**src/hdl/ttc_pkg.sv**
```systemverilog
package ttc_pkg;

  // Store geometry
  localparam int LINES  = 256;
  localparam int COLS   = 128;
  localparam int SLOT_W = $clog2(LINES);
  localparam int COL_W  = $clog2(COLS);
  localparam int ADDR_W = SLOT_W + COL_W;
  localparam int CELL_W = 8;

  // Counter widths
  localparam int TOT_W  = $clog2(LINES + 1);
  localparam int VS_W   = $clog2(2 * LINES);
  localparam int LN_W   = VS_W + 1;
  localparam int ROW_W  = 8;
  localparam int RCNT_W = 9;
  localparam int CCNT_W = 8;

  // Limits
  localparam int VS_MAX   = 2 * LINES - 1;
  localparam int COLS_LIM = (COLS < 128) ? COLS : 128;
  localparam int ROWS_LIM = 256;
  localparam int TAB_STEP = 8;

  // Configuration port
  localparam int CFG_IDX_W = 1;
  localparam int CFG_W     = 9;
  localparam logic [CFG_IDX_W-1:0] CFG_COLS = 1'b0;
  localparam logic [CFG_IDX_W-1:0] CFG_ROWS = 1'b1;
  localparam logic [7:0] COLS_RST = 8'd80;
  localparam logic [8:0] ROWS_RST = 9'd24;

  // Byte codes
  localparam logic [7:0] CH_BS    = 8'h08;
  localparam logic [7:0] CH_TAB   = 8'h09;
  localparam logic [7:0] CH_LF    = 8'h0A;
  localparam logic [7:0] CH_CR    = 8'h0D;
  localparam logic [7:0] CH_FIRST = 8'd32;
  localparam logic [7:0] CH_LAST  = 8'd127;

  typedef struct packed {
    logic       req_type;
    logic [7:0] byte_in;
    logic [7:0] read_row;
    logic [6:0] read_col;
  } ttc_in_t;

  typedef struct packed {
    logic [7:0] cursor_row_out;
    logic [6:0] cursor_col_out;
    logic [7:0] shown_top;
    logic [8:0] lines_held;
    logic [7:0] cell_data;
    logic       row_valid;
  } ttc_out_t;

  // Status from the sequencer to the result stage
  typedef struct packed {
    logic              fire;
    logic              rd;
    logic              row_ok;
    logic [ROW_W-1:0]  cur_row;
    logic [COL_W-1:0]  cur_col;
    logic [VS_W-1:0]   view_start;
    logic [TOT_W-1:0]  line_total;
    logic [RCNT_W-1:0] rows;
  } ttc_stat_t;

endpackage

```
**src/hdl/ttc_out.sv**
```systemverilog
module ttc_out (
  input  logic                        clk,
  input  logic                        rst_n,
  input  ttc_pkg::ttc_stat_t          stat,
  input  logic [ttc_pkg::CELL_W-1:0]  rdata,
  output logic                        out_strobe,
  output ttc_pkg::ttc_out_t           out_data
);
  import ttc_pkg::*;

  logic              out_strobe_r;
  ttc_out_t          out_data_r, out_data_nxt;
  logic [LN_W-1:0]   win_end, tot_ext, rows_ext;
  logic [LN_W-1:0]   top;

  // Lower the view start so the window ends at the last held line
  always_comb begin
    win_end  = {1'b0, stat.view_start} + {{(LN_W-RCNT_W){1'b0}}, stat.rows};
    tot_ext  = {{(LN_W-TOT_W){1'b0}}, stat.line_total};
    rows_ext = {{(LN_W-RCNT_W){1'b0}}, stat.rows};
    if (win_end > tot_ext) begin
      top = (tot_ext > rows_ext) ? tot_ext - rows_ext : '0;
    end else begin
      top = {1'b0, stat.view_start};
    end
  end

  // Assemble the result transaction
  always_comb begin
    out_data_nxt.cursor_row_out = stat.cur_row;
    out_data_nxt.cursor_col_out = stat.cur_col;
    out_data_nxt.shown_top      = top[7:0];
    out_data_nxt.lines_held     = stat.line_total;
    out_data_nxt.row_valid      = stat.rd && stat.row_ok;
    out_data_nxt.cell_data      = (stat.rd && stat.row_ok) ? rdata : '0;
  end

  always_ff @(posedge clk) begin
    if (!rst_n) begin
      out_strobe_r <= 1'b0;
    end else begin
      out_strobe_r <= stat.fire;
    end
  end

  always_ff @(posedge clk) begin
    if (stat.fire) begin
      out_data_r <= out_data_nxt;
    end
  end

  assign out_strobe = out_strobe_r;
  assign out_data   = out_data_r;

endmodule

```
**config.mk**
```make
export PLATFORM = sky130hd
export DESIGN_NAME = ttc_out
export DESIGN_NICKNAME = d
export VERILOG_FILES = /design/src/hdl/ttc_pkg.sv /design/src/hdl/ttc_out.sv
export SDC_FILE = /design/constraint.sdc
export NUM_CORES = 1
export LEC_CHECK = 0
export BUFFER_PORTS_ARGS = -buffer_cell sky130_fd_sc_hd__buf_2
export CAP_MARGIN = 5
export CORE_AREA = 2 2 78 80
export CTS_CLUSTER_SIZE = 24
export DETAILED_ROUTE_END_ITERATION = 12
export DIE_AREA = 0 0 80 82
export PLACE_DENSITY = 0.73
export SLEW_MARGIN = 20
export SYNTH_ARGS = -nofsm -noshare
export SYNTH_HDL_FRONTEND = slang
export SYNTH_SLANG_ARGS = --single-unit
export TNS_END_PERCENT = 10
```
**constraint.sdc**
```tcl
create_clock -name clk -period 8.5 [get_ports clk]
set_clock_uncertainty 0.1 [all_clocks]
set_input_delay 1.7 -clock clk [delete_from_list [all_inputs] [get_ports clk]]
set_output_delay 1.7 -clock clk [all_outputs]
set_load 0.05 [all_outputs]
```
Word-level counts from Yosys, hierarchy flattened:

Index checks and enable logic that the tools add are counted.

* $add $sub $neg: 2
* multipliers: 0
* div/mod/pow operators: 0
* order comparisons: 2
* equality and inequality tests: 0
* shift operators: 0
* muxes and demuxes: 2
* bitwise logic cells: 0
* reduce and logical (&&, ||, !) cells: 1

Operators by type and width (number)
* $mux 8: 2
* $add 9x9->10: 1
* $gt 10x9->1: 1
* $gt 9x9->1: 1
* $sub 8x8->8: 1
* $logic_and 1x1->1: 1

* flip-flop bits (word level): 42
* bits in latches: 0
* RAM bits: 0
* bits in read-only memories: 0
* word-level logic and storage cells: 14
* memories kept: 0

Longest topological paths before layout:

* word-level depth: 3
* mapped depth: 13

Worst setup path before layout:

Ideal clock, no wire load.

* kind: in2reg
* from: input port stat[0] (netlist bit)
* to: register out_data_r (netlist bit out_data[18]), data pin
* arrival: 4541 ps
* required time: 8140 ps
* setup slack: 3598 ps
* cell stages on the path: 12
* path buffers: 0
* path through: ha_1 -> fa_1 -> a21o_2 -> a21oi_1 -> o21ai_0 -> o41ai_1 -> xnor2_1 -> ha_1 -> a211o_1 -> nor3_4 -> o21a_4 -> mux2_4

RTL lines
* start, declared: line ttc_out.sv:4 `input ttc_pkg::ttc_stat_t stat,`
* end signal, assigned: line ttc_out.sv:48 `out_data_r <= out_data_nxt;`
* end, declared: line ttc_out.sv:12 `ttc_out_t out_data_r, out_data_nxt;`

==> qor.json <==
{
  "outcome": "complete, no violations",
  "setup_ws_ps": 3512,
  "timing_hold_violations_final": 0,
  "dr_vias": 1910,
  "mostFrequentLayoutCell": "sky130_fd_sc_hd__buf_2",
  "layout_common_cells": "sky130_fd_sc_hd__buf_2, sky130_fd_sc_hd__edfxtp_1, sky130_fd_sc_hd__ha_1",
  "globalRouteMet2Util": 0.2950,
  "floorplan.io_pins": 97,
  "post_route_cells_drive_above_1_share": 0.3874,
  "cts_post_setup_buffers_inserted": 0,
  "cts_num_sinks": 42,
  "most_frequently_used_flop_master_after_synthesis": "sky130_fd_sc_hd__edfxtp_1",
  "timing.max_slew.rel_slack": 0.4114,
  "cts.clk_slew.worst_paths_ps": 70,
  "clockBufferDepth": 2,
  "drt-total-wl_um": 5301,
  "number_of_core_rows": 28,
  "numCtsBuffers": 5,
  "finish.utilization": 0.5468,
  "postSynthRegisterBits": 42,
  "powerDensity_mw_per_mm2": 191.9,
  "finalSetupViolations": 0,
  "final_area_sq_mm": 0.003142,
  "layout-area-overhead-vs-synth_pct": 26.43,
  "ys_types": 43,
  "routed_wire_length_per_instance_um": 14.06,
  "worst-slew-pin-transition_ps": 882.9,
  "synthesis.yosys.warnings": 0,
  "avgSynthCellArea_sq_um": 12.55,
  "ys_async_sr_fraction": 0,
  "synthesis.area_sq_mm": 0.002485,
  "placement.io_buffers": 96,
  "pre_cts_slack_ps": 3230,
  "place_hpwl_um": 4432,
  "synth-edff-count": 41,
  "die_area_sq_mm": 0.006560,
  "first_global_vias": 1819,
  "track_usage": 0.1665,
  "postCtsHoldBufs": 0,
  "cellLeakagePower_nw": 1.442,
  "cts_root_buffer": "sky130_fd_sc_hd__clkbuf_8",
  "drt_iter0_drc": 51,
  "nNetsFinal": 385,
  "final_report_max_slew_violation_count": 0,
  "drc_errors": 0,
  "postPlaceCellArea_sq_mm": 0.003059,
  "initial_core_utilization": 0.4325,
  "die-width_um": 80,
  "grt_pass1_wl_um": 8376,
  "crit_path_max_incr_delay_ps": 410,
  "critical_path_class": "in -> reg",
  "post_cts.resized_instances": 0,
  "syn_inst": 198,
  "timing.final.crit_share": 0.5868,
  "gp_congestion": 0.8408,
  "clock_tree.htree_level_count": 2,
  "gr-usage-met3": 0.02857,
  "fin_tns_setup_ps": 0,
  "worst_ep_arrival_time_ps": 4920,
  "global_route.peak_usage_layer": "met2",
  "worst_hold_path_type": "in -> reg",
  "die_h_um": 82,
  "route.detailed.vias_per_inst": 5.066,
  "cp_data_required_time_ps": 8440,
  "tritoncts_clock_tree": "built",
  "fin_crit_ps": 4988,
  "ant_nets": 0,
  "startpoint_type_of_the_worst_setup_path": "primary input",
  "crit_path_top_delay_cell": "sky130_fd_sc_hd__fa_1",
  "core_area_sq_mm": 0.005746,
  "antenna_found_initial": 0,
  "timing.critical_path.fanout_max": 8,
  "grt_max_degree": 43,
  "achievable-frequency_mhz": 200.5,
  "crit_path_cell_trace": "buf_2 -> ha_1 -> fa_1 -> a21o_2 -> a21oi_1 -> o21ai_0 -> o41ai_1 -> xnor2_1 -> ha_1 -> a211o_1 -> nor3_4 -> o21a_4 -> mux2_4",
  "gr-usage-met1": 0.2039,
  "grt-ovfl-total": 0,
  "antennaDiodeCount": 0,
  "first_pass_iteration_count_of_the_detailed_router": 4,
  "max-vdd-ir-drop_v": 0.00008817,
  "endpoint_class_of_the_critical_path": "register",
  "critical_path.most_common_cell": "sky130_fd_sc_hd__ha_1",
  "rsz0062_at_grt": "false",
  "max_cap_viol_count": 0,
  "seq_area_frac_synth": 0.5035,
  "syn_nets": 282
}
metal layers:
layer,part of all wire,vias to the layer above,routed length (um)
met1,0.45,853,2402
met4,0.015,0,81
met2,0.45,84,2405
li1,-,968,-
met3,0.078,5,411
met5,0,-,0
where the power goes:
part / internal (W) / switching, W / leakage, nW / total, W
Sequential: 0.000252 / 0.00000402 / 0.407 / 0.000256
Combinational: 0.0000741 / 0.000156 / 0.991 / 0.000230
Clock: 0.0000568 / 0.0000602 / 0.0450 / 0.000117
cells in the mapped netlist (all sizes together), types with 4 or more instances:
cell type | instances | share of area
a21o | 5 | 0.016
a21oi | 11 | 0.024
and3 | 8 | 0.020
edfxtp | 41 | 0.50
ha | 27 | 0.14
inv | 20 | 0.030
nand2 | 8 | 0.012
nor2 | 7 | 0.011
nor3 | 7 | 0.019
o211ai | 8 | 0.026
o21a | 5 | 0.018
o21ai | 5 | 0.010
o31ai | 4 | 0.012
o41ai | 4 | 0.023
xnor2 | 8 | 0.028
area by class of cell:
class | count | area (sq um)
fillers | 511 | 2604
clock inverters | 2 | 10.01
repair buffers | 96 | 480.5
flip-flops and latches | 42 | 1251
well taps | 75 | 93.84
multi-input cells | 136 | 1159
clock buffers | 6 | 72.57
inverters | 20 | 75.07
worst max-delay path, delay by kind of cell:
kind                       cells  cell delay [ps]
AOI/OAI and AO/OA              6             1470
adders and majority gates      3              870
and+or+nand+nor                1              330
muxes                          1              310
xor gates and xnor gates       1              130
buffers and inverters          1              110
final timing paths:
| path | slack [ps] | to | start | depth (start not counted) |
|---|---|---|---|---|
| worst max-delay path | 3510 | out_data[18] | stat[0] | 13 |
| worst min-delay path | 1490 | out_data[33] | stat[34] | 1 |
sequential cells by signal (all words and copies together) (netlist names):
| signal | count |
|---|---|
| out_strobe | 1 |
| out_data | 41 |
logic make-up (layout without fill, tap and decap cells):
| logic type | after synthesis | after routing | synth area share |
|---|---|---|---|
| AO/OA/AOI/OAI | 55 | 55 | 0.1838 |
| XOR/XNOR | 11 | 11 | 0.03877 |
| adder cells (fa/ha/maj) | 29 | 29 | 0.1521 |
| buffers and inverters | 20 | 124 | 0.03021 |
| flip-flops | 42 | 42 | 0.5035 |
| multiplexers | 1 | 1 | 0.006041 |
| AND/OR/NAND/NOR | 40 | 40 | 0.08561 |
through the flow:
stage	total power, W	hold WS, ps	instances
finish	0.0006028	1491	377
global route	0.0006367	1479	377
CTS	0.0006078	1483	377
detailed placement	0.0004898	1779	369
global placement	0.0004870	1776	369
floorplan	0.0004309	1699	198
(Power assumes the default switching activity.)
