## config.mk

```make
export PLATFORM = sky130hd
export DESIGN_NAME = ttc_seq
export DESIGN_NICKNAME = d
export VERILOG_FILES = /design/src/hdl/ttc_pkg.sv /design/src/hdl/ttc_seq.sv
export SDC_FILE = /design/constraint.sdc
export NUM_CORES = 1
export LEC_CHECK = 0
export ABC_AREA = 1
export BUFFER_PORTS_ARGS = -buffer_cell sky130_fd_sc_hd__buf_2
export CELL_PAD_IN_SITES_DETAIL_PLACEMENT = 1
export CELL_PAD_IN_SITES_GLOBAL_PLACEMENT = 1
export CORE_MARGIN = 2
export CORE_UTILIZATION = 37
export CTS_BUF_LIST = sky130_fd_sc_hd__clkbuf_16
export CTS_CLUSTER_SIZE = 16
export DETAILED_ROUTE_END_ITERATION = 8
export PLACE_DENSITY = 0.87
export RECOVER_POWER = 50
export SYNTH_ARGS = -nofsm -noshare
export SYNTH_HDL_FRONTEND = slang
export SYNTH_SLANG_ARGS = --single-unit
export TNS_END_PERCENT = 10
```

## constraint.sdc

```tcl
create_clock -name clk -period 5.41 [get_ports clk]
set_clock_uncertainty 0.05 [all_clocks]
set_input_delay 1.082 -clock clk [delete_from_list [all_inputs] [get_ports clk]]
set_output_delay 1.082 -clock clk [all_outputs]
set_load 0.01 [all_outputs]
```

## src/hdl/ttc_pkg.sv

```systemverilog
package ttc_pkg;

  // Store geometry
  localparam int LINES  = 256;
  localparam int COLS   = 128;
  localparam int SLOT_W = $clog2(LINES);
  localparam int COL_W  = $clog2(COLS);
  localparam int ADDR_W = SLOT_W + COL_W;
  localparam int CELL_W = 8;

  // Counter widths
  localparam int TOT_W  = $clog2(LINES + 1);
  localparam int VS_W   = $clog2(2 * LINES);
  localparam int LN_W   = VS_W + 1;
  localparam int ROW_W  = 8;
  localparam int RCNT_W = 9;
  localparam int CCNT_W = 8;

  // Limits
  localparam int VS_MAX   = 2 * LINES - 1;
  localparam int COLS_LIM = (COLS < 128) ? COLS : 128;
  localparam int ROWS_LIM = 256;
  localparam int TAB_STEP = 8;

  // Configuration port
  localparam int CFG_IDX_W = 1;
  localparam int CFG_W     = 9;
  localparam logic [CFG_IDX_W-1:0] CFG_COLS = 1'b0;
  localparam logic [CFG_IDX_W-1:0] CFG_ROWS = 1'b1;
  localparam logic [7:0] COLS_RST = 8'd80;
  localparam logic [8:0] ROWS_RST = 9'd24;

  // Byte codes
  localparam logic [7:0] CH_BS    = 8'h08;
  localparam logic [7:0] CH_TAB   = 8'h09;
  localparam logic [7:0] CH_LF    = 8'h0A;
  localparam logic [7:0] CH_CR    = 8'h0D;
  localparam logic [7:0] CH_FIRST = 8'd32;
  localparam logic [7:0] CH_LAST  = 8'd127;

  typedef struct packed {
    logic       req_type;
    logic [7:0] byte_in;
    logic [7:0] read_row;
    logic [6:0] read_col;
  } ttc_in_t;

  typedef struct packed {
    logic [7:0] cursor_row_out;
    logic [6:0] cursor_col_out;
    logic [7:0] shown_top;
    logic [8:0] lines_held;
    logic [7:0] cell_data;
    logic       row_valid;
  } ttc_out_t;

  // Status from the sequencer to the result stage
  typedef struct packed {
    logic              fire;
    logic              rd;
    logic              row_ok;
    logic [ROW_W-1:0]  cur_row;
    logic [COL_W-1:0]  cur_col;
    logic [VS_W-1:0]   view_start;
    logic [TOT_W-1:0]  line_total;
    logic [RCNT_W-1:0] rows;
  } ttc_stat_t;

endpackage

```

## src/hdl/ttc_seq.sv

```systemverilog
module ttc_seq (
  input  logic                            clk,
  input  logic                            rst_n,
  input  logic                            start,
  input  ttc_pkg::ttc_in_t                in_data,
  input  logic                            cfg_we,
  input  logic [ttc_pkg::CFG_IDX_W-1:0]   cfg_index,
  input  logic [ttc_pkg::CFG_W-1:0]       cfg_wdata,
  output logic                            busy,
  output logic                            mem_we,
  output logic [ttc_pkg::ADDR_W-1:0]      mem_waddr,
  output logic [ttc_pkg::CELL_W-1:0]      mem_wdata,
  output logic [ttc_pkg::ADDR_W-1:0]      mem_raddr,
  output ttc_pkg::ttc_stat_t              stat
);
  import ttc_pkg::*;

  localparam logic [2:0] ST_INIT = 3'd0;
  localparam logic [2:0] ST_IDLE = 3'd1;
  localparam logic [2:0] ST_CHK  = 3'd2;
  localparam logic [2:0] ST_CLR  = 3'd3;
  localparam logic [2:0] ST_FIN  = 3'd4;

  logic [2:0]        state_r, state_nxt;
  logic [7:0]        cols_r;
  logic [8:0]        rows_r;
  logic [SLOT_W-1:0] ring_base_r, ring_base_nxt;
  logic [TOT_W-1:0]  line_total_r, line_total_nxt;
  logic [VS_W-1:0]   view_start_r, view_start_nxt;
  logic [ROW_W-1:0]  cur_row_r, cur_row_nxt;
  logic [COL_W-1:0]  cur_col_r, cur_col_nxt;
  logic [SLOT_W-1:0] clr_slot_r, clr_slot_nxt;
  logic [COL_W-1:0]  clr_cnt_r, clr_cnt_nxt;
  logic              rd_r, rd_nxt;
  logic              row_ok_r, row_ok_nxt;
  logic [7:0]        byte_r, byte_nxt;

  logic [CCNT_W-1:0] ecols, ecols_m1;
  logic [RCNT_W-1:0] erows, erows_m1;
  logic [RCNT_W-1:0] row_inc;
  logic [ROW_W-1:0]  nr_row;
  logic [VS_W-1:0]   nr_vs;
  logic [LN_W-1:0]   line_w, tot_ext, line_c;
  logic [SLOT_W-1:0] wr_slot, rd_slot;
  logic [CCNT_W-1:0] tab_sum, tab_col, col_ext, col_inc;
  logic              accept;

  assign busy   = (state_r != ST_IDLE);
  assign accept = start && (state_r == ST_IDLE);

  // Clamp the configured sizes
  always_comb begin
    if (cols_r == '0) begin
      ecols = CCNT_W'(1);
    end else if (cols_r > CCNT_W'(COLS_LIM)) begin
      ecols = CCNT_W'(COLS_LIM);
    end else begin
      ecols = cols_r;
    end
    if (rows_r == '0) begin
      erows = RCNT_W'(1);
    end else if (rows_r > RCNT_W'(ROWS_LIM)) begin
      erows = RCNT_W'(ROWS_LIM);
    end else begin
      erows = rows_r;
    end
    ecols_m1 = ecols - CCNT_W'(1);
    erows_m1 = erows - RCNT_W'(1);
  end

  // Line feed: advance the row, scroll the view at the last row
  always_comb begin
    row_inc = {1'b0, cur_row_r} + RCNT_W'(1);
    if (row_inc >= erows) begin
      nr_row = erows_m1[ROW_W-1:0];
      nr_vs  = (view_start_r < VS_W'(VS_MAX)) ? view_start_r + VS_W'(1) : view_start_r;
    end else begin
      nr_row = row_inc[ROW_W-1:0];
      nr_vs  = view_start_r;
    end
  end

  // Cursor line and ring slots
  always_comb begin
    line_w  = {1'b0, view_start_r} + {{(LN_W-ROW_W){1'b0}}, cur_row_r};
    tot_ext = {{(LN_W-TOT_W){1'b0}}, line_total_r};
    line_c  = (line_w >= tot_ext) ? tot_ext - LN_W'(1) : line_w;
    wr_slot = ring_base_r + line_c[SLOT_W-1:0];
    rd_slot = ring_base_r + in_data.read_row[SLOT_W-1:0];
    col_ext = {1'b0, cur_col_r};
    col_inc = col_ext + CCNT_W'(1);
    tab_sum = col_ext + CCNT_W'(TAB_STEP);
    tab_col = {tab_sum[CCNT_W-1:3], 3'b000};
  end

  assign mem_raddr = {rd_slot, in_data.read_col};

  // Sequencer
  always_comb begin
    state_nxt      = state_r;
    ring_base_nxt  = ring_base_r;
    line_total_nxt = line_total_r;
    view_start_nxt = view_start_r;
    cur_row_nxt    = cur_row_r;
    cur_col_nxt    = cur_col_r;
    clr_slot_nxt   = clr_slot_r;
    clr_cnt_nxt    = clr_cnt_r;
    rd_nxt         = rd_r;
    row_ok_nxt     = row_ok_r;
    byte_nxt       = byte_r;
    mem_we         = 1'b0;
    mem_waddr      = '0;
    mem_wdata      = '0;
    case (state_r)
      ST_INIT: begin
        // Clear line 0 after reset
        mem_we      = 1'b1;
        mem_waddr   = {SLOT_W'(0), clr_cnt_r};
        clr_cnt_nxt = clr_cnt_r + COL_W'(1);
        if (clr_cnt_r == COL_W'(COLS - 1)) begin
          state_nxt = ST_IDLE;
        end
      end
      ST_IDLE: begin
        if (accept) begin
          rd_nxt     = in_data.req_type;
          row_ok_nxt = {1'b0, in_data.read_row} < line_total_r;
          byte_nxt   = in_data.byte_in;
          state_nxt  = ST_FIN;
          if (!in_data.req_type) begin
            case (in_data.byte_in)
              CH_LF: begin
                cur_col_nxt    = '0;
                cur_row_nxt    = nr_row;
                view_start_nxt = nr_vs;
              end
              CH_CR: begin
                cur_col_nxt = '0;
              end
              CH_TAB: begin
                if (tab_col >= ecols) begin
                  cur_col_nxt = ecols_m1[COL_W-1:0];
                end else begin
                  cur_col_nxt = tab_col[COL_W-1:0];
                end
              end
              CH_BS: begin
                if (cur_col_r != '0) begin
                  cur_col_nxt = cur_col_r - COL_W'(1);
                end
              end
              default: begin
                if (in_data.byte_in >= CH_FIRST && in_data.byte_in <= CH_LAST) begin
                  state_nxt = ST_CHK;
                end
              end
            endcase
          end
        end
      end
      ST_CHK: begin
        if (line_w >= tot_ext && line_total_r < TOT_W'(LINES)) begin
          // Append a fresh line
          clr_slot_nxt   = ring_base_r + line_total_r[SLOT_W-1:0];
          line_total_nxt = line_total_r + TOT_W'(1);
          clr_cnt_nxt    = '0;
          state_nxt      = ST_CLR;
        end else if (line_w >= tot_ext && view_start_r != '0) begin
          // Store full: recycle the oldest line as the newest
          clr_slot_nxt   = ring_base_r;
          ring_base_nxt  = ring_base_r + SLOT_W'(1);
          view_start_nxt = view_start_r - VS_W'(1);
          clr_cnt_nxt    = '0;
          state_nxt      = ST_CLR;
        end else begin
          // Write the character and advance, wrapping at the last column
          if (col_ext < ecols) begin
            mem_we    = 1'b1;
            mem_waddr = {wr_slot, cur_col_r};
            mem_wdata = byte_r;
            if (col_inc >= ecols) begin
              cur_col_nxt    = '0;
              cur_row_nxt    = nr_row;
              view_start_nxt = nr_vs;
            end else begin
              cur_col_nxt = col_inc[COL_W-1:0];
            end
          end else begin
            cur_col_nxt    = '0;
            cur_row_nxt    = nr_row;
            view_start_nxt = nr_vs;
          end
          state_nxt = ST_FIN;
        end
      end
      ST_CLR: begin
        mem_we      = 1'b1;
        mem_waddr   = {clr_slot_r, clr_cnt_r};
        clr_cnt_nxt = clr_cnt_r + COL_W'(1);
        if (clr_cnt_r == COL_W'(COLS - 1)) begin
          state_nxt = ST_CHK;
        end
      end
      ST_FIN: begin
        state_nxt = ST_IDLE;
      end
      default: begin
        state_nxt = ST_IDLE;
      end
    endcase
  end

  // Control state
  always_ff @(posedge clk) begin
    if (!rst_n) begin
      state_r      <= ST_INIT;
      ring_base_r  <= '0;
      line_total_r <= TOT_W'(1);
      view_start_r <= '0;
      cur_row_r    <= '0;
      cur_col_r    <= '0;
      clr_cnt_r    <= '0;
      rd_r         <= 1'b0;
      row_ok_r     <= 1'b0;
    end else begin
      state_r      <= state_nxt;
      ring_base_r  <= ring_base_nxt;
      line_total_r <= line_total_nxt;
      view_start_r <= view_start_nxt;
      cur_row_r    <= cur_row_nxt;
      cur_col_r    <= cur_col_nxt;
      clr_cnt_r    <= clr_cnt_nxt;
      rd_r         <= rd_nxt;
      row_ok_r     <= row_ok_nxt;
    end
  end

  // Payload holding registers
  always_ff @(posedge clk) begin
    clr_slot_r <= clr_slot_nxt;
    byte_r     <= byte_nxt;
  end

  // Configuration registers
  always_ff @(posedge clk) begin
    if (!rst_n) begin
      cols_r <= COLS_RST;
      rows_r <= ROWS_RST;
    end else if (cfg_we) begin
      case (cfg_index)
        CFG_COLS: cols_r <= cfg_wdata[7:0];
        CFG_ROWS: rows_r <= cfg_wdata[8:0];
        default: begin
          cols_r <= cols_r;
        end
      endcase
    end
  end

  always_comb begin
    stat.fire       = (state_r == ST_FIN);
    stat.rd         = rd_r;
    stat.row_ok     = row_ok_r;
    stat.cur_row    = cur_row_r;
    stat.cur_col    = cur_col_r;
    stat.view_start = view_start_r;
    stat.line_total = line_total_r;
    stat.rows       = erows;
  end

endmodule

```

# Yosys cells after proc, flatten, opt, wreduce, memory -nomap -nowiden
# Index checks and enable logic that the tools add are counted.
# word_totals
wordCells	151
reg_bits	86
inputBits	38
# classes
bitwise_logic	2
addsub	16
n_mux	60
order_cmp	12
reduce_logical	26
n_eq_ne	22
# ops
operator	count
two-way mux 8 bit	17
two-way mux 9 bit	11
two-way mux 7 bit	10
two-way mux 15 bit	3
one-hot mux 15 bit (3 select lines)	1
== test 8 x 4 -> 1 bit, second input constant	4
one-hot mux 7 bit (2 select lines)	2
adder 8 bit	3
two-way mux 3 bit	8
one-hot mux 7 bit (3 select lines)	1
adder 9 x 1 -> 9 bit, second input constant	2
< comparator 9 bit, second input constant	2
one-hot mux 9 bit (2 select lines)	1
>= comparator 8 bit	2
one-hot mux 8 bit (2 select lines)	1
subtractor 8 x 1 -> 8 bit, second input constant	2
AND reduction 7 bit	2
subtractor 7 x 1 -> 7 bit, second input constant	2
!= test 2 bit, second input constant	6
one-hot mux 3 bit (4 select lines)	1
AND reduction 2 bit	6
adder 9 x 8 -> 10 bit	1
>= comparator 10 x 9 -> 1 bit	1
adder 8 x 1 -> 9 bit, second input constant	1
other kinds (35)	48

# Depth between registers and ports, before layout
# Gate-level depths: netlist of run 1.
# depth
word_depth	10
depth_mapped	28
depth_no_buf	26

# Least setup slack after synthesis of run 1
# OpenSTA, ideal clock, no wires.
# synth_timing
path_type	register to output
from	register view_start_r[0]
to	output port mem_waddr[13] (netlist name)
arrival_time_ns	4.257
path_stages_with_launch	26
n_path_buf	2
t_required_ns	4.278
slack_ns	0.021
path_cell_list	dfxtp_1 > ha_1 > fa_1 > a21oi_1 > o21bai_1 > a21oi_1 > o21ai_0 > nand2_1 > nand2_1 > a21oi_1 > xor2_1 > ha_1 > nand2_1 > nand3_2 > buf_2 > clkbuf_1 > o21ai_0 > ha_1 > inv_1 > fa_1 > o21ai_0 > nand2_1 > nand2_1 > a21oi_1 > xor2_1 > o21ai_1
# synth_via
elab_chain_len	8
elab_cells_between_ends	11
classes_between	add/sub: 2; order compare: 1; mux: 5; reduce/logical: 3
# synth_lines
element	line	source
from (decl)	ttc_seq.sv:29	logic [VS_W-1:0] view_start_r, view_start_nxt;
from (signal assigned)	ttc_seq.sv:229	view_start_r <= view_start_nxt;
adder 9 x 8 -> 10 bit	ttc_seq.sv:85	line_w = {1'b0, view_start_r} + {{(LN_W-ROW_W){1'b0}}, cur_row_r};
>= comparator 10 x 9 -> 1 bit	ttc_seq.sv:87, ttc_seq.sv:162, ttc_seq.sv:168	
two-way mux 8 bit	ttc_seq.sv:87	line_c = (line_w >= tot_ext) ? tot_ext - LN_W'(1) : line_w;
adder 8 bit	ttc_seq.sv:88	wr_slot = ring_base_r + line_c[SLOT_W-1:0];
two-way mux 15 bit	ttc_seq.sv:177	if (col_ext < ecols) begin
two-way mux 15 bit	ttc_seq.sv:168	end else if (line_w >= tot_ext && view_start_r != '0) begin
two-way mux 15 bit *	ttc_seq.sv:162	if (line_w >= tot_ext && line_total_r < TOT_W'(LINES)) begin
one-hot mux 15 bit (3 select lines) *	ttc_seq.sv:114	case (state_r)
to (decl)	ttc_seq.sv:11	output logic [ttc_pkg::ADDR_W-1:0] mem_waddr,
# Every way passes the cells marked *; elsewhere a longest branch is shown, timed or not.

# Final worst setup path of run 1
# layout_timing
from	register cur_row_r[0]
to	output port mem_waddr[13] (netlist name)
# layout_via
elab_chain_len	8
elab_cells_between_ends	10
classes_between	add/sub: 2; order compare: 1; mux: 5; reduce/logical: 2
# layout_lines
element	line	source
from (decl)	ttc_seq.sv:30	logic [ROW_W-1:0] cur_row_r, cur_row_nxt;
from (signal assigned)	ttc_seq.sv:230	cur_row_r <= cur_row_nxt;
adder 9 x 8 -> 10 bit *	ttc_seq.sv:85	
>= comparator 10 x 9 -> 1 bit	ttc_seq.sv:87, ttc_seq.sv:162, ttc_seq.sv:168	
two-way mux 8 bit	ttc_seq.sv:87	
adder 8 bit	ttc_seq.sv:88	
two-way mux 15 bit	ttc_seq.sv:177	
two-way mux 15 bit	ttc_seq.sv:168	
two-way mux 15 bit *	ttc_seq.sv:162	
one-hot mux 15 bit (3 select lines) *	ttc_seq.sv:114	
# Marked as above.

==> reports/metrics.yaml, run 1 <==
comb_power_share_pct: 11.6
clkTransAtPathRegs_ps: 60
grt_remaining_overflow: 0
final-seq-area_um2: 1890
grt_pass1_wl_um: 47600
p_clk_share_pct: 45.8
grt_pass1_vias: 9229
maxSlewViolCount: 47
hold_viol: 0
die_w_um: 151
worstMarginPinSlew_ps: 2400
switchingPower_mw: 0.403
die-area_um2: 22800
avgViaCountPerCell: 5.57
powerDensity_nw_per_um2: 161
rows: 53
reg2reg_depth: 21
swShare_pct: 25.6
critPathMaxFanout: 4
numCtsBuffers: 9
area_delta_synth_final_pct: 21.9
power_frac_seq_pct: 42.6
synth.net_count: 1354
peakVddDrop_mv: 0.176
multi_input_area_um2: 5640
min_path_cells: 2
cts_root_buffer: "clkbuf_16"
drive_above_1_share_pct: 18.7
num_io_pins: 123
fill_cells: 2819
drt-initial-drc-count: 604
first_pass_iters: 5
drc: 0
avgSynthCellArea_um2: 6.55
total_power_mw: 1.57
synth_ff_type: "dfxtp_1"
die_height_um: 151
grt_start_max_net_pins: 47
floorplan.initialDensity_pct: 37.9
setup.worst_path.end_class: "output pin"
min_path_type: "flop to flop"
ys_seq_elements: 86
critical_path_arrival_ps: 4570
outcome: "complete, but fails checks"
slew-limit-headroom_pct: -60.1
synthArstFlopShare_pct: 0
wl_um: 31600
period_needed_ps: 5700
max_freq_ghz: 0.175
finalWorstSetupSlack_ps: -294
vias: 9101
maxCapViolations: 1
ys_types: 46
cts_tree: "built"
min_period_over_period_pct: 105
htreeDepth: 3
max-clock-path-buffers: 2
synth_area_um2: 8000
ys_seq_area_share_pct: 23.5
p_leak_nw: 4.82
final_nets: 1487
synth_edf_count: 16
worst_ep_required_time_ps: 4280
antenna_cells: 0
pre_cts_ws_ps: -85.0
finalSetupViolCount: 6
final_util_pct: 46.3
dp_hpwl_um: 21300
cts.sinks: 86
netlist_instances: 1222
detail-route-antenna-nets: 0
critPathKind: "flop to output pin"
ys_warn_count: 0
io_buffers: 108
violations: "max-capacitance violations, max-slew violations, negative setup slack"
grtUsageTotal_pct: 26.6
power.internal_mw: 1.17
core_area_um2: 21100
post_drt_wl_per_cell_um: 19.3
insertion_delay_ps: 360
rsz0062_at_grt: "true"
place.gp.congestion: 0.911
cts_hold_buffers: 0
antenna_found_initial: 0
cp-start-kind: "flop"
timing repair:
| item | in CTS | in global routing |
|---|---|---|
| gates cloned | 2 | 0 |
| setup buffers | 15 | 8 |
| pin swaps | 20 | 32 |
| endpoints found under the hold margin | 0 | 0 |
| setup endpoints to repair | 23 | 23 |
| gates resized for setup | 48 | 46 |
synthesized netlist by cell type, drive strengths merged (2+ instances only):
| library cell | count | share of area, % |
|---|---|---|
| inv | 173 | 8.1 |
| xnor2 | 11 | 1.2 |
| fa | 4 | 1.0 |
| o21a | 3 | 0.28 |
| nand2 | 299 | 14 |
| nor2 | 129 | 6.5 |
| nor3b | 2 | 0.19 |
| a31oi | 2 | 0.16 |
| xor2 | 42 | 4.6 |
| buf | 15 | 1.3 |
| dfxtp | 70 | 18 |
| o21bai | 4 | 0.38 |
| edfxtp | 16 | 6.0 |
| a21oi | 96 | 6.0 |
| or2 | 8 | 0.63 |
| and2 | 2 | 0.16 |
| o211ai | 8 | 0.75 |
| nand4 | 28 | 2.2 |
| nand3b | 4 | 0.38 |
| o22ai | 7 | 0.55 |
| clkinv | 3 | 0.14 |
| clkbuf | 19 | 0.89 |
| nand3 | 68 | 4.7 |
| nor3 | 20 | 1.4 |
| ha | 90 | 14 |
| a21o | 6 | 0.56 |
| o21ai | 86 | 5.5 |
layout make-up:
type / count / area share [%]
multi-input cells: 927 / 57.8
inverters: 176 / 6.77
repair buffers: 155 / 9.17
well taps: 275 / 3.53
clock buffers: 9 / 2.31
clock inverters: 7 / 1.08
flip-flops and latches: 86 / 19.4
metrics by stage:
step | std cells | TNS [ps] | hold WS (ps) | cell area, um2
floorplan | 1222 | 0 | 391 | 8000
global placement | 1594 | 0 | 410 | 8880
detailed placement | 1594 | -89.4 | 423 | 8880
CTS | 1627 | -2.36 | 432 | 9520
global route | 1635 | -2090 | 463 | 9750
finish | 1635 | -1140 | 427 | 9750
cell usage in the layout, fill, tap and decap left out, types with 7 or more instances in the layout:
cell type,instances
nand2_1,285
inv_1,162
nor2_1,120
buf_2,97
a21oi_1,86
ha_1,76
o21ai_0,65
dfxtp_1,64
nand3_1,61
buf_4,41
xor2_1,37
nand4_1,28
nor3_1,19
edfxtp_1,16
inv_2,13
o21ai_1,13
nand2_2,12
ha_4,12
xnor2_1,11
clkbuf_1,11
clkbuf_16,9
a21oi_2,8
o211ai_1,8
or2_2,8
o22ai_1,7
o21ai_2,7
sequential cells by signal (all words and copies together) (netlist names), 3 cells and up:
name          cells
cur_col_r         7
line_total_r      9
clr_cnt_r         7
cols_r            8
ring_base_r       8
view_start_r      9
cur_row_r         8
clr_slot_r        8
rows_r            9
state_r           3
byte_r            8
worst paths after layout:
check | to | slack [ps] | start
worst min-delay path | clr_cnt_r[6]$_SDFFE_PN0P_ | 430 | clr_cnt_r[6]$_SDFFE_PN0P_
worst max register to register | view_start_r[1]$_SDFFE_PN0P_ | 1150 | cur_row_r[0]$_SDFFE_PN0P_
worst max-delay path | mem_waddr[13] | -290 | cur_row_r[0]$_SDFFE_PN0P_
worst min register to register | clr_cnt_r[6]$_SDFFE_PN0P_ | 430 | clr_cnt_r[6]$_SDFFE_PN0P_
power groups by stage:
stage                     Combinational (mW)  Clock, mW  Sequential [mW]
after detailed placement               0.180          0            0.683
after floorplan                        0.124          0            0.681
after global placement                 0.172          0            0.683
final                                  0.182      0.720            0.669
after CTS                              0.181      0.720            0.669
after global routing                   0.206      0.747            0.670
per-layer routing:
| layer | global-route usage, % | wire length [um] |
|---|---|---|
| met5 | 0 | 0 |
| met4 | 11.0 | 1290 |
| met3 | 4.49 | 2010 |
| met2 | 46.9 | 15300 |
| met1 | 32.0 | 13000 |
cells by family (layout without fill, tap and decap cells):
kind of cell | after synthesis | in the layout | synth area share [%]
AOI/OAI and AO/OA | 215 | 215 | 14.5
and+or+nand+nor | 563 | 564 | 30.5
DFF | 86 | 86 | 23.5
muxes | 1 | 1 | 0.125
buffers and inverters | 210 | 347 | 10.4
xor gates and xnor gates | 53 | 53 | 5.80
adders and majority gates | 94 | 94 | 15.1
critical path: stages (launching register included):
cell,delay [ps]
dfxtp_2,340
ha_4,160
fa_2,350
a21oi_2,190
o21bai_2,100
xor2_1,260
inv_1,120
ha_4,290
nand2_4,70
nor2_2,130
nand2_1,100
nand2_1,90
nand2_1,60
nand2_1,80
nand2_2,110
nand3_4,110
nand2_1,80
o21ai_2,80
ha_2,210
inv_2,50
fa_2,380
o21ai_2,190
nand2_1,90
nand2_1,90
a21oi_2,60
xor2_1,150
o21ai_1,130
buf_2,150
No activity file was read; power rests on OpenSTA's default activity.
==> run 2, diff against run 1 <==
==> constraint.sdc (replaced) <==
create_clock -name clk -period 5.41 [get_ports clk]
set_clock_uncertainty 0.05 [all_clocks]
set_input_delay 1.3525 -clock clk [delete_from_list [all_inputs] [get_ports clk]]
set_output_delay 1.3525 -clock clk [all_outputs]
set_load 0.01 [all_outputs]
==> run 2 against run 1 <==
Net effect: the flow still finishes with violations (max-capacitance violations, max-slew violations, negative setup slack); core utilization shrank 0.88 points; global-route usage shrank 2.0 points; first-iteration DRC count shrank 15%; critical path type unchanged; largest power group unchanged.
==> reports/metrics.yaml, run 2 (synthesized netlist as in run 1, its figures left out) <==
clkTransAtPathRegs_ps: 60  # about the same
avgViaCountPerCell: 5.39  # -3.2%
area_delta_synth_final_pct: 19.6
place_area_um2: 8980  # +1.1%
grt_remaining_overflow: 0  # unchanged
setup.worst_path.end_class: "output pin"
reg2reg_depth: 21  # unchanged
slew-limit-headroom_pct: -58.9  # +1.2 points
cts.sinks: 86  # unchanged
outcome: "complete, but fails checks"
cts_hold_buffers: 0  # unchanged
total_power_mw: 1.62  # +2.9%
critPathMaxFanout: 7  # +3
first_pass_iters: 6  # +1
min_path_cells: 2  # unchanged
min_path_type: "flop to flop"
drc: 0  # unchanged
max_freq_ghz: 0.172  # -1.7%
reg2reg_to: "clr_cnt_r[5]$_SDFFE_PN0P_"
cp-start-kind: "flop"
cts_tree: "built"
critPathKind: "flop to output pin"
grt_pass1_vias: 8832  # -4.3%
finalSetupViolCount: 9  # +3
rsz0062_at_grt: "true"
grtUsageTotal_pct: 24.5  # -2.0 points
design_area_um2: 9570  # -1.9%
peakVddDrop_mv: 0.157  # -11%
die_height_um: 151  # unchanged
max_stage_delay_ps: 340  # -40 ps
die-area_um2: 22800  # unchanged
min_to: "cols_r[5]$_SDFFE_PN0P_"
drive_above_1_share_pct: 14.5  # -4.2 points
worst_ep_required_time_ps: 4010  # -270 ps
finalWorstSetupSlack_ps: -390  # -96.6 ps
final_cell_mix: "nand2_1 (289), inv_1 (163), nor2_1 (122)"
min_period_over_period_pct: 107  # +1.8 points
htreeDepth: 3  # unchanged
fill_cells: 2824  # +0.18%
maxSlewViolCount: 47  # unchanged
worstMarginPinSlew_ps: 2380  # -17.5 ps
antenna_cells: 0  # unchanged
max-clock-path-buffers: 2  # unchanged
hp-start: "cols_r[5]$_SDFFE_PN0P_"
p_leak_nw: 4.69  # -2.9%
fin_tns_setup_ps: -1590  # -449 ps
numCtsBuffers: 9  # unchanged
powerDensity_nw_per_um2: 169  # +4.9%
rows: 53  # unchanged
final_nets: 1483  # -0.27%
detail-route-antenna-nets: 0  # unchanged
floorplan.initialDensity_pct: 37.9  # unchanged
reg2reg_setup_slack_ps: 1290  # +140 ps
reg.largest.list: "line_total_r x9, rows_r x9, view_start_r x9"
final_common_cell: "nand2_1"
grt_pass1_wl_um: 44500  # -6.4%
rr_startpoint: "view_start_r[0]$_SDFFE_PN0P_"
post_drt_wl_per_cell_um: 17.8  # -7.9%
wl_um: 29000  # -8.1%
pre_cts_ws_ps: -200  # -115 ps
hold_viol: 0  # unchanged
antenna_found_initial: 1  # +1
critical_path_arrival_ps: 4400  # -170 ps
slowest_stage: "dfxtp_2"
core_area_um2: 21100  # unchanged
io_buffers: 108  # unchanged
place.gp.congestion: 0.891  # -2.2%
dp_hpwl_um: 21100  # -0.80%
die_w_um: 151  # unchanged
drt-initial-drc-count: 516  # -15%
violations: "max-capacitance violations, max-slew violations, negative setup slack"
insertion_delay_ps: 350  # about the same
num_io_pins: 123  # unchanged
maxCapViolations: 1  # unchanged
cp_common_cell: "nand2_1"
grt_start_max_net_pins: 47  # unchanged
vias: 8791  # -3.4%
period_needed_ps: 5800  # +96.6 ps
cts_root_buffer: "clkbuf_16"
run 2: cell count changes in the layout (fill, tap and decap cells not counted), sizes merged:
cell	previous run	this run
inv	175	174
buf	144	104
clkbuf	20	57
run 2: through the flow:
stage / hold slack (ps) / utilization, % / cells
2_1_floorplan: 391 / - / 1222
3_3_place_gp: 414 / 42.6 / 1605
3_5_place_dp: 426 / 42.6 / 1605
4_1_cts: 436 / 44.9 / 1626
5_1_grt: 471 / 45.4 / 1631
6_report: 438 / 45.4 / 1631
run 2: per-layer routing:
metal | global-route usage (%) | part of all wire [%]
met1 | 31.3 | 44
met2 | 42.7 | 49
met3 | 3.73 | 4.6
met4 | 7.48 | 2.3
met5 | 0 | 0.045
run 2: final cells by class:
| cell class | count | area (um2) | share of cell area [%] |
|---|---|---|---|
| clock buffers | 10 | 250 | 2.62 |
| clock inverters | 6 | 108 | 1.12 |
| repair buffers | 151 | 773 | 8.08 |
| well taps | 275 | 344 | 3.60 |
| inverters | 176 | 661 | 6.90 |
| flip-flops and latches | 86 | 1890 | 19.7 |
| multi-input cells | 927 | 5550 | 58.0 |
run 2: power breakdown:
| group | switching [mW] | internal, mW |
|---|---|---|
| Combinational | 0.118 | 0.0619 |
| Sequential | 0.00803 | 0.661 |
| Clock | 0.291 | 0.479 |
run 2: worst max-delay path by stage:
| stage | from | slack, ps | end | cells after the start |
|---|---|---|---|---|
| after global placement | view_start_r[0]$_SDFFE_PN0P_ | -3 | mem_waddr[14] | 25 |
| after detailed placement | view_start_r[0]$_SDFFE_PN0P_ | -200 | mem_waddr[13] | 25 |
| after floorplan | view_start_r[0]$_SDFFE_PN0P_ | 4 | mem_waddr[13] | 25 |
| after CTS | cur_row_r[0]$_SDFFE_PN0P_ | -270 | mem_waddr[14] | 27 |
| final | view_start_r[1]$_SDFFE_PN0P_ | -390 | mem_waddr[12] | 28 |
| after global routing | view_start_r[1]$_SDFFE_PN0P_ | -640 | mem_waddr[12] | 28 |
run 2: repair_timing:
action | in CTS | in global routing
gates resized for setup | 27 | 31
setup endpoints to repair | 23 | 24
pin swaps | 19 | 22
cloned | 1 | 0
setup buffers | 4 | 5
run 2: critical path: cells and delay by family, from the launching register on:
kind	cells	cell delay, ps
buf+inv	6	800
compound gates	6	890
simple gates	11	910
xor+xnor	2	370
flops	1	340
fa+ha+maj	3	730
